--- src/rtl/pr_pkg.sv ---
// Package for the ranking block: sizes, register indexes, modes, word types, sequencer states.
// No dependencies; every rtl file imports it.
package pr_pkg;

    localparam int MAX_NODES  = 64;
    localparam int NODE_BITS  = 6;
    localparam int COUNT_BITS = 16;
    localparam int RANK_BITS  = 32;
    localparam int SUM_BITS   = 22;
    localparam int NUM_BITS   = COUNT_BITS + RANK_BITS;
    localparam int CFG_BITS   = 10;

    localparam logic [1:0] REG_NODE_COUNT = 2'd0;
    localparam logic [1:0] REG_ITERATIONS = 2'd1;
    localparam logic [1:0] REG_TOP_COUNT  = 2'd2;

    localparam logic [1:0] MODE_CLEAR = 2'd0;
    localparam logic [1:0] MODE_ADD   = 2'd1;
    localparam logic [1:0] MODE_RUN   = 2'd2;

    localparam logic [6:0] NODES_RESET = 7'd64;
    localparam logic [9:0] ITER_RESET  = 10'd260;
    localparam logic [6:0] TOP_RESET   = 7'd10;

    typedef struct packed {
        logic [1:0] mode;
        logic [5:0] source_node;
        logic [5:0] dest_node;
    } t_in_item;

    typedef struct packed {
        logic [5:0]  node_index;
        logic [31:0] rank_score;
        logic        is_last;
    } t_out_item;

    typedef enum logic [3:0] {
        S_IDLE,
        S_CLR,
        S_ADD_RD,
        S_ADD_WR,
        S_CS_RD,
        S_CS_ACC,
        S_ST_DIV,
        S_ST_WR,
        S_PW_RD,
        S_PW_MUL,
        S_PW_DIV,
        S_PW_ACC,
        S_SEL_RD,
        S_SEL_CMP,
        S_SEL_OUT
    } t_state;

endpackage

--- src/rtl/pr_div.sv ---
// Restoring divider: one quotient bit per cycle.
// Depends on pr_pkg. The quotient must fit in RANK_BITS bits.
module pr_div
    import pr_pkg::*;
(
    input  logic                 i_clk,
    input  logic                 i_rst_n,
    input  logic                 i_start,
    input  logic [NUM_BITS-1:0]  i_numer,
    input  logic [SUM_BITS-1:0]  i_denom,
    output logic                 o_done,
    output logic [RANK_BITS-1:0] o_quot
);

    logic [SUM_BITS-1:0]  r_rem;
    logic [RANK_BITS-1:0] r_q;
    logic [SUM_BITS-1:0]  r_den;
    logic [5:0]           r_cnt;
    logic                 r_done;
    logic [SUM_BITS:0]    rem_sh;
    logic                 ge;
    logic [SUM_BITS:0]    diff;

    always_comb begin
        rem_sh = {r_rem, r_q[RANK_BITS-1]};
        ge     = (rem_sh >= {1'b0, r_den});
        diff   = rem_sh - {1'b0, r_den};
    end

    always_ff @(posedge i_clk) begin
        if (!i_rst_n) begin
            r_cnt  <= 6'd0;
            r_done <= 1'b0;
        end else if (i_start) begin
            r_cnt  <= 6'd32;
            r_done <= 1'b0;
        end else begin
            r_done <= (r_cnt == 6'd1);
            if (r_cnt != 6'd0) begin
                r_cnt <= r_cnt - 6'd1;
            end
        end
    end

    always_ff @(posedge i_clk) begin
        if (i_start) begin
            r_rem <= {{(SUM_BITS-COUNT_BITS){1'b0}}, i_numer[NUM_BITS-1:RANK_BITS]};
            r_q   <= i_numer[RANK_BITS-1:0];
            r_den <= i_denom;
        end else if (r_cnt != 6'd0) begin
            r_rem <= ge ? diff[SUM_BITS-1:0] : rem_sh[SUM_BITS-1:0];
            r_q   <= {r_q[RANK_BITS-2:0], ge};
        end
    end

    assign o_done = r_done;
    assign o_quot = r_q;

endmodule
--- config.mk ---
export PLATFORM = sky130hd
export DESIGN_NAME = pr_div
export DESIGN_NICKNAME = d
export VERILOG_FILES = /design/src/rtl/pr_pkg.sv /design/src/rtl/pr_div.sv
export SDC_FILE = /design/constraint.sdc
export NUM_CORES = 1
export LEC_CHECK = 0
export ABC_AREA = 1
export BUFFER_PORTS_ARGS = -buffer_cell sky130_fd_sc_hd__buf_2
export CAP_MARGIN = 10
export CORE_AREA = 2 2 112 114
export CTS_CLUSTER_SIZE = 30
export DETAILED_ROUTE_END_ITERATION = 10
export DIE_AREA = 0 0 114 116
export GPL_TIMING_DRIVEN = 1
export PLACE_DENSITY = 0.72
export SYNTH_ARGS = -nofsm -noshare
export SYNTH_HDL_FRONTEND = slang
export SYNTH_SLANG_ARGS = --single-unit
--- constraint.sdc ---
create_clock -name i_clk -period 2.8 [get_ports i_clk]
set_input_delay 0.84 -clock i_clk [delete_from_list [all_inputs] [get_ports i_clk]]
set_output_delay 0.84 -clock i_clk [all_outputs]
set_load 0.005 [all_outputs]
* After elaboration in Yosys (flattened, before gate mapping) *
Index checks and enable logic that the tools add are counted.

cells by class
  add/sub/neg operators = 2
  order comparisons = 1
  equality and inequality tests = 1
  mux-type cells = 7
  bitwise logic cells = 1
  reductions and logical operators = 3

operators with widths
  operator               number
  $mux W32               2
  $mux W16               2
  $ge A23 B22 Y1         1
  $mux W22               1
  $sub A22 B22 Y22       1
  $mux W6                2
  $eq A6 B1 Y1 const B   1
  $reduce_bool A6 Y1     1
  $sub A6 B1 Y6 const B  1
  $reduce_bool A2 Y1     1
  $reduce_or A2 Y1       1
  $not A1 Y1             1

word-level totals
  flip-flop bits (word level) = 83
  input port bits = 73
  logic and storage cells = 22

* Depth between registers and ports, before layout *
Gate-level depths: netlist (run 1).

  word-level depth = 4
  mapped depth = 16
  depth with buffers taken out = 16

* Worst setup path before layout (run 1) *
Ideal clock, no wire load.

  kind = reg-to-reg
  from = register r_cnt[0]
  to = register r_q[0] (netlist: o_quot[0]) (enable)
  library setup time = 0.402 ns
  arrival = 1.953 ns
  data required time = 2.398 ns
  setup slack = 0.445 ns
  stages on the path, launching flop included = 8
  cells stage by stage = dfxtp_1 > inv_1 > ha_1 > inv_1 > nor2_1 > nand2_1 > nor2_1 > inv_1

on the way
  cells in the longest elaborated chain, start to end = 2

RTL lines
  what                          line          RTL
  from (decl)                   pr_div.sv:18  logic [5:0] r_cnt;
  from (signal assigned)        pr_div.sv:40  r_cnt <= r_cnt - 6'd1;
  $reduce_bool A6 Y1            pr_div.sv:50  end else if (r_cnt != 6'd0) begin
  $reduce_bool A2 Y1 (no line)  -
  to (signal assigned)          pr_div.sv:48  r_q <= i_numer[RANK_BITS-1:0];
  to (signal assigned)          pr_div.sv:52  r_q <= {r_q[RANK_BITS-2:0], ge};
  to (decl)                     pr_div.sv:16  logic [RANK_BITS-1:0] r_q;

Every way passes these cells.
A chain may end at the register's enable or synchronous reset.

* Final worst setup path (run 1) *
  from = register r_rem[5]
  to = register r_rem[5], data pin

on the way
  cells in the longest elaborated chain, start to end = 4

RTL lines
  what                    line          RTL
  from (decl)             pr_div.sv:15  logic [SUM_BITS-1:0] r_rem;
  from (signal assigned)  pr_div.sv:47  r_rem <= {{(SUM_BITS-COUNT_BITS){1'b0}}, i_numer[NUM_BITS-1:RANK_BITS]};
  from (signal assigned)  pr_div.sv:51  r_rem <= ge ? diff[SUM_BITS-1:0] : rem_sh[SUM_BITS-1:0];
  $ge A23 B22 Y1          pr_div.sv:26  ge = (rem_sh >= {1'b0, r_den});
  $mux W22                pr_div.sv:51
  $mux W16                pr_div.sv:50
  $mux W16                pr_div.sv:46  if (i_start) begin

Every way passes these cells. The select of a mux whose other input is x is not followed.

==> run_results.csv, run 1 <==
group,metric,value,unit
status,status,"completed",
clocking,clockBufferDepth,2,
routing,drt_iter0_markers,206,
global_routing,grt_use_met3,5.49,%
setup_path,path_class,"flip-flop to flip-flop",
global_routing,use_met2,34.6,%
clocking,cts_sinks,83,
yosys,synth.ff_latch_count,83,
floorplan,die_h,116,um
sta,tightest_slew,1.04,ns
sta,layout_setup_ws,0.462,ns
sta,setup_tns,0,ns
global_routing,grt_pass1_wl,21.4,mm
yosys,syn_area,0.00526,mm^2
yosys,synth_seq_area_share,44.9,%
routing,wl_per_cell,13.6,um
placed_design,pre_cts_ws,0.464,ns
yosys,yosysUniqueCellTypes,34,
clocking,insertion_delay,0.35,ns
placed_design,place_inst,932,
sta,fmax,428,MHz
flow_run,drv_cap,0,
clocking,htree_num_levels,3,
hold_path,hold_path_class,"flip-flop to flip-flop",
sta,period_minus_slack,2.34,ns
global_routing,grt_pass1_vias,4459,
global_routing,busiest_layer,"met2",
clocking,postCtsSetupBuffers,0,
clocking,cts_made_buffers,9,
routing,via_per_inst,4.89,
setup_path,critPathArrivalTime,2.44,ns
finish,fin_nets,894,
yosys,synth_nets,788,
hold_path,holdPathStages,2,
global_routing,track_usage,20.6,%
global_routing,grt_max_degree,71,
clocking,cts_hold_buf,0,
setup_path,crit_path_end_kind,"flip-flop",
placed_design,port_buffers,105,
sta,period_share,83.5,%
placed_design,dp_hpwl,9.42,mm
clocking,ctsResizeCount,0,
routing,detail_route.first_pass.iterations,5,
sta,finalHoldViolations,0,
sta,finalMaxSlewViolations,0,
finish,num_antenna_cells,0,
routing,drc,0,
clocking,root_buffer,"clkbuf_16",
global_routing,overflow,0,
finish,final_cells,948,
routing,antenna_left,0,
floorplan,core.rowCount,40,
global_routing,antenna_found_initial,0,
pwr,power-per-cell-area,902,mW/mm^2
setup_path,setup.worst_path.start_class,"flip-flop",
floorplan,die_w,114,um
floorplan,dieArea,0.0132,mm^2
yosys,synth_area_per_cell,7.63,um^2
setup_path,r2r_cells,9,
sta,finClkSkew,0.00707,ns
global_routing,met1_usage,26.4,%
clocking,cts_tree,"yes",
sta,rsz0062_at_grt,"no",
clocking,clk_pin_slew,0.06,ns
finish,n_fill_cell,1224,
setup_path,crit_required,2.90,ns
yosys,synthCells,690,
floorplan,core-area,0.0119,mm^2
finish,area_growth,18.0,%
finish,multiInputGateArea,0.00242,mm^2
placed_design,gp_congestion,0.891,
floorplan,io_pins,106,
finish,register_area,0.00236,mm^2
setup_path,cp_max_fo,28,
sta,relSlewSlack,30.9,%
sta,setup_viol,0,
routing,vias,4640,
floorplan,initial_utilization,44.2,%
pwr,vdd_drop_max,0.000495,V
routing,wl,12.9,mm
pwr,p_leak,3.24,nW
finish,drive_above_1_share,18.9,%
yosys,yosys_warnings,0,
==> cells in the final DEF, fill, tap and decap left out, types with 2 or more instances in the layout <==
master / n
nand2_1: 291
buf_2: 105
inv_1: 99
edfxtp_1: 70
nand3_1: 45
nor2_1: 36
ha_1: 24
nand3b_1: 19
a21oi_1: 15
dfxtp_1: 13
nand2_2: 11
xnor2_1: 9
clkbuf_16: 9
o21ai_0: 6
nand4_1: 5
nor2_2: 4
nor2_4: 4
o21ai_1: 4
buf_4: 4
inv_2: 3
nor3_1: 3
o21bai_1: 3
or2_2: 2
clkinv_1: 2
a31oi_1: 2
clkinv_2: 2
clkinvlp_4: 2
==> final cells by class <==
| class | count | share of cell area (%) |
|---|---|---|
| inverters | 103 | 6.23 |
| clock inverters | 7 | 1.09 |
| repair buffers | 109 | 8.95 |
| well taps | 147 | 2.96 |
| multi-input cells | 490 | 39.1 |
| flip-flops and latches | 83 | 38.1 |
| clock buffers | 9 | 3.63 |
==> worst paths after layout <==
check	startpoint	to	slack, ns
worst max-delay path	r_rem[5]	r_rem[5]	0.46
worst min-delay path	r_rem[16]	r_rem[16]	0.46
worst max register to register	r_rem[5]	r_rem[5]	0.46
worst min register to register	r_rem[16]	r_rem[16]	0.46
==> cells in the mapped netlist, drive strengths merged <==
master  count  area share, %
o21ai      10           0.95
o21bai      3           0.43
ha         24            5.7
nor2       44            3.9
a31oi       2           0.24
fa          1           0.38
nand2     303             22
xor2        1           0.17
inv       102            7.3
nand3b     19            2.7
or2         2           0.24
nand3      45            4.3
clkinv      1          0.071
xnor2       9            1.5
clkbuf      6           0.43
dfxtp      13            4.9
a21o        1           0.14
buf         8            1.2
edfxtp     70             40
nor3        3           0.29
a21oi      16            1.7
nand4       6            1.0
nor3b       1           0.14
==> per-layer routing <==
metal	wire [um]	part of all wire, %
met2	5950	46
met3	850	6.6
met1	5890	46
met4	155	1.2
met5	0	0
==> registers in the layout, indices dropped and copies added, names as in the netlist <==
| register | cells |
|---|---|
| o_done | 1 |
| r_rem | 22 |
| o_quot | 32 |
| r_cnt | 6 |
| r_den | 22 |
==> report_power, final <==
| group | switching [mW] | internal, mW |
|---|---|---|
| combinational | 1.59 | 0.935 |
| clock | 0.499 | 0.687 |
| sequential | 0.165 | 1.72 |
| total | 2.26 | 3.34 |
==> cell families (layout without fill, tap and decap cells) <==
kind of cell | after synthesis | in the layout | synth area share, %
AO/OA/AOI/OAI | 32 | 32 | 3.50
flip-flops | 83 | 83 | 44.9
AND/OR/NAND/NOR | 423 | 423 | 34.8
XOR/XNOR | 10 | 10 | 1.66
buffers and inverters | 117 | 228 | 9.01
adder cells (fa/ha/maj) | 25 | 25 | 6.09
==> critical path: stages, from the launching register on <==
cell and delay, ns:
edfxtp_1 0.40, ha_1 0.37, nand2_1 0.13, inv_1 0.06, a21oi_1 0.19, nand2_2 0.13
nand2_2 0.09, nand4_4 0.37, nor2_1 0.25, o21ai_1 0.09
==> metrics by stage <==
step	utilization, %	hold WS [ns]	instance area [um^2]	total power, mW
floorplan	-	0.442	5260	3.78
global placement	49.6	0.454	5910	4.39
detailed placement	49.6	0.461	5910	4.41
CTS	52.1	0.471	6210	5.64
global route	52.1	0.485	6210	6.07
finish	52.1	0.464	6210	5.60
(Power assumes the default switching activity.)
==> inputs of run 2 (changes only) <==
--- a/config.mk
+++ b/config.mk
@@ -13,7 +13,7 @@
 export DETAILED_ROUTE_END_ITERATION = 10
 export DIE_AREA = 0 0 114 116
 export GPL_TIMING_DRIVEN = 1
-export PLACE_DENSITY = 0.72
+export PLACE_DENSITY = 0.75
 export SYNTH_ARGS = -nofsm -noshare
 export SYNTH_HDL_FRONTEND = slang
 export SYNTH_SLANG_ARGS = --single-unit
==> constraint.sdc (replaced) <==
create_clock -name i_clk -period 2 [get_ports i_clk]
set_input_delay 0.6 -clock i_clk [delete_from_list [all_inputs] [get_ports i_clk]]
set_output_delay 0.6 -clock i_clk [all_outputs]
set_load 0.005 [all_outputs]
==> run 2 against run 1 <==
The flow now finishes with violations (negative setup slack). Final cell count up 9.2%. Maximum frequency up 11%. Worst setup slack worse by 0.56 ns. Clock skew down 0.0019 ns. Sequential cell count unchanged. Count of clock-buffer cells in the layout up 1. Combinational power up 130%. Via count up 11%. Largest cell class unchanged.
==> run_results.csv, run 2 (synthesis results as in run 1) <==
group,metric,value,unit
status,status,"complete, but fails checks",
status,violations,"negative setup slack",
global_routing,track_usage,22.4,%
finish,largest_reg_flops,32,
setup_path,reg2reg_setup_slack,-0.10,ns
floorplan,dieArea,0.0132,mm^2
routing,antenna_left,0,
routing,detail_route.first_pass.iterations,5,
finish,final_cells,1035,
setup_path,crit_required,2.10,ns
sta,layout_setup_ws,-0.102,ns
finish,final_common_cell,"nand2_1",
routing,met2_length,7.24,mm
sta,period_share,105,%
global_routing,grt_pass1_vias,4935,
setup_path,critPathArrivalTime,2.20,ns
routing,via_per_inst,4.95,
clocking,root_buffer,"clkbuf_16",
sta,period_minus_slack,2.10,ns
clocking,htree_num_levels,3,
clocking,cts_made_buffers,9,
routing,highest_layer,"met4",
finish,area_growth,43.6,%
pwr,power-per-cell-area,1320,mW/mm^2
floorplan,core-area,0.0119,mm^2
hold_path,hold_path_class,"input pin to flip-flop",
global_routing,antenna_found_initial,0,
flow_run,drv_cap,0,
setup_path,cp_max_fo,6,
sta,setup_viol,21,
clocking,clk_pin_slew,0.06,ns
sta,relSlewSlack,65.1,%
clocking,cts_tree,"yes",
routing,met1Wirelength,6.18,mm
placed_design,gp_congestion,0.934,
placed_design,pre_cts_ws,-0.160,ns
sta,whs,0.424,ns
global_routing,grt_pass1_wl,23.2,mm
setup_path,setup.worst_path.start_class,"flip-flop",
routing,drc,0,
finish,num_antenna_cells,0,
floorplan,die_h,116,um
routing,wl_met3,988,um
floorplan,io_pins,106,
routing,drt_iter0_markers,285,
finish,n_fill_cell,991,
sta,rsz0062_at_grt,"yes",
sta,finalMaxSlewViolations,0,
placed_design,dp_hpwl,10.2,mm
floorplan,initial_utilization,44.2,%
sta,finalHoldViolations,0,
setup_path,path_class,"flip-flop to flip-flop",
floorplan,die_w,114,um
finish,final_cell_mix,"nand2_1 (256), buf_2 (105), inv_1 (79), buf_4 (76), edfxtp_1 (70)",
pwr,p_leak,3.72,nW
routing,wl,14.9,mm
pwr,total_power,9.98,mW
finish,final_core_util,63.4,%
finish,fin_nets,981,
setup_path,crit_path_end_kind,"flip-flop",
placed_design,port_buffers,105,
finish,drive_above_1_share,39.1,%
clocking,cts_sinks,83,
placed_design,place_inst,999,
routing,wl_per_cell,14.4,um
global_routing,overflow,0,
sta,fmax,476,MHz
sta,tightest_slew,0.524,ns
clocking,insertion_delay,0.35,ns
clocking,clockBufferDepth,2,
routing,vias,5128,
sta,finClkSkew,0.00520,ns
floorplan,core.rowCount,40,
pwr,vdd_drop_max,0.000693,V
global_routing,grt_max_degree,52,
[run 2: repair_timing]
action	CTS	global route
gates cloned	0	2
pin swaps	8	40
resized for setup	40	84
hold buffers	0	0
setup endpoints to repair	23	23
setup buffers	4	14
[run 2: final timing paths]
path | startpoint | end | cells past startpoint
worst max-delay path | r_rem[6] | r_rem[0] | 10
worst min-delay path | i_denom[0] | r_den[0] | 1
worst max register to register | r_rem[6] | r_rem[0] | 10
worst min register to register | r_cnt[0] | r_cnt[0] | 1
[run 2: metrics by stage]
| stage | setup TNS [ns] | cell area [um^2] |
|---|---|---|
| floorplan | -2.32 | 5310 |
| global placement | -1.35 | 6520 |
| detailed placement | -1.65 | 6520 |
| CTS | -0.00157 | 7100 |
| global route | -2.75 | 7550 |
| finish | -0.884 | 7550 |
[run 2: final cells by class]
class	instances	area [um^2]	share of cell area (%)
Multi-Input combinational cell	490	2990	39.5
Sequential cell	83	2360	31.3
Timing Repair Buffer	196	1360	18.0
Inverter	103	390	5.17
Clock buffer	10	229	3.03
Tap cell	147	184	2.43
Clock inverter	6	40.0	0.530
[run 2: power breakdown]
part           internal [mW]  total, mW  switching, mW
Sequential              2.41       2.75          0.336
Clock                  0.838       1.52          0.684
Combinational           2.75       5.71           2.96
[run 2: critical path, stage by stage, from the launching register on]
cell,delay (ns)
edfxtp_1,0.47
ha_4,0.35
nand2_2,0.07
nor2_4,0.11
nand2_1,0.07
nand3b_1,0.20
nand4_4,0.18
buf_12,0.16
nand2_1,0.06
nand2_1,0.11
o21ai_2,0.07
[run 2: layer usage]
| metal | GRT usage [%] | vias up |
|---|---|---|
| li1 | - | 2570 |
| met1 | 27.2 | 2344 |
| met2 | 38.6 | 177 |
| met3 | 5.81 | 37 |
| met4 | 8.29 | 0 |
| met5 | 0 | - |
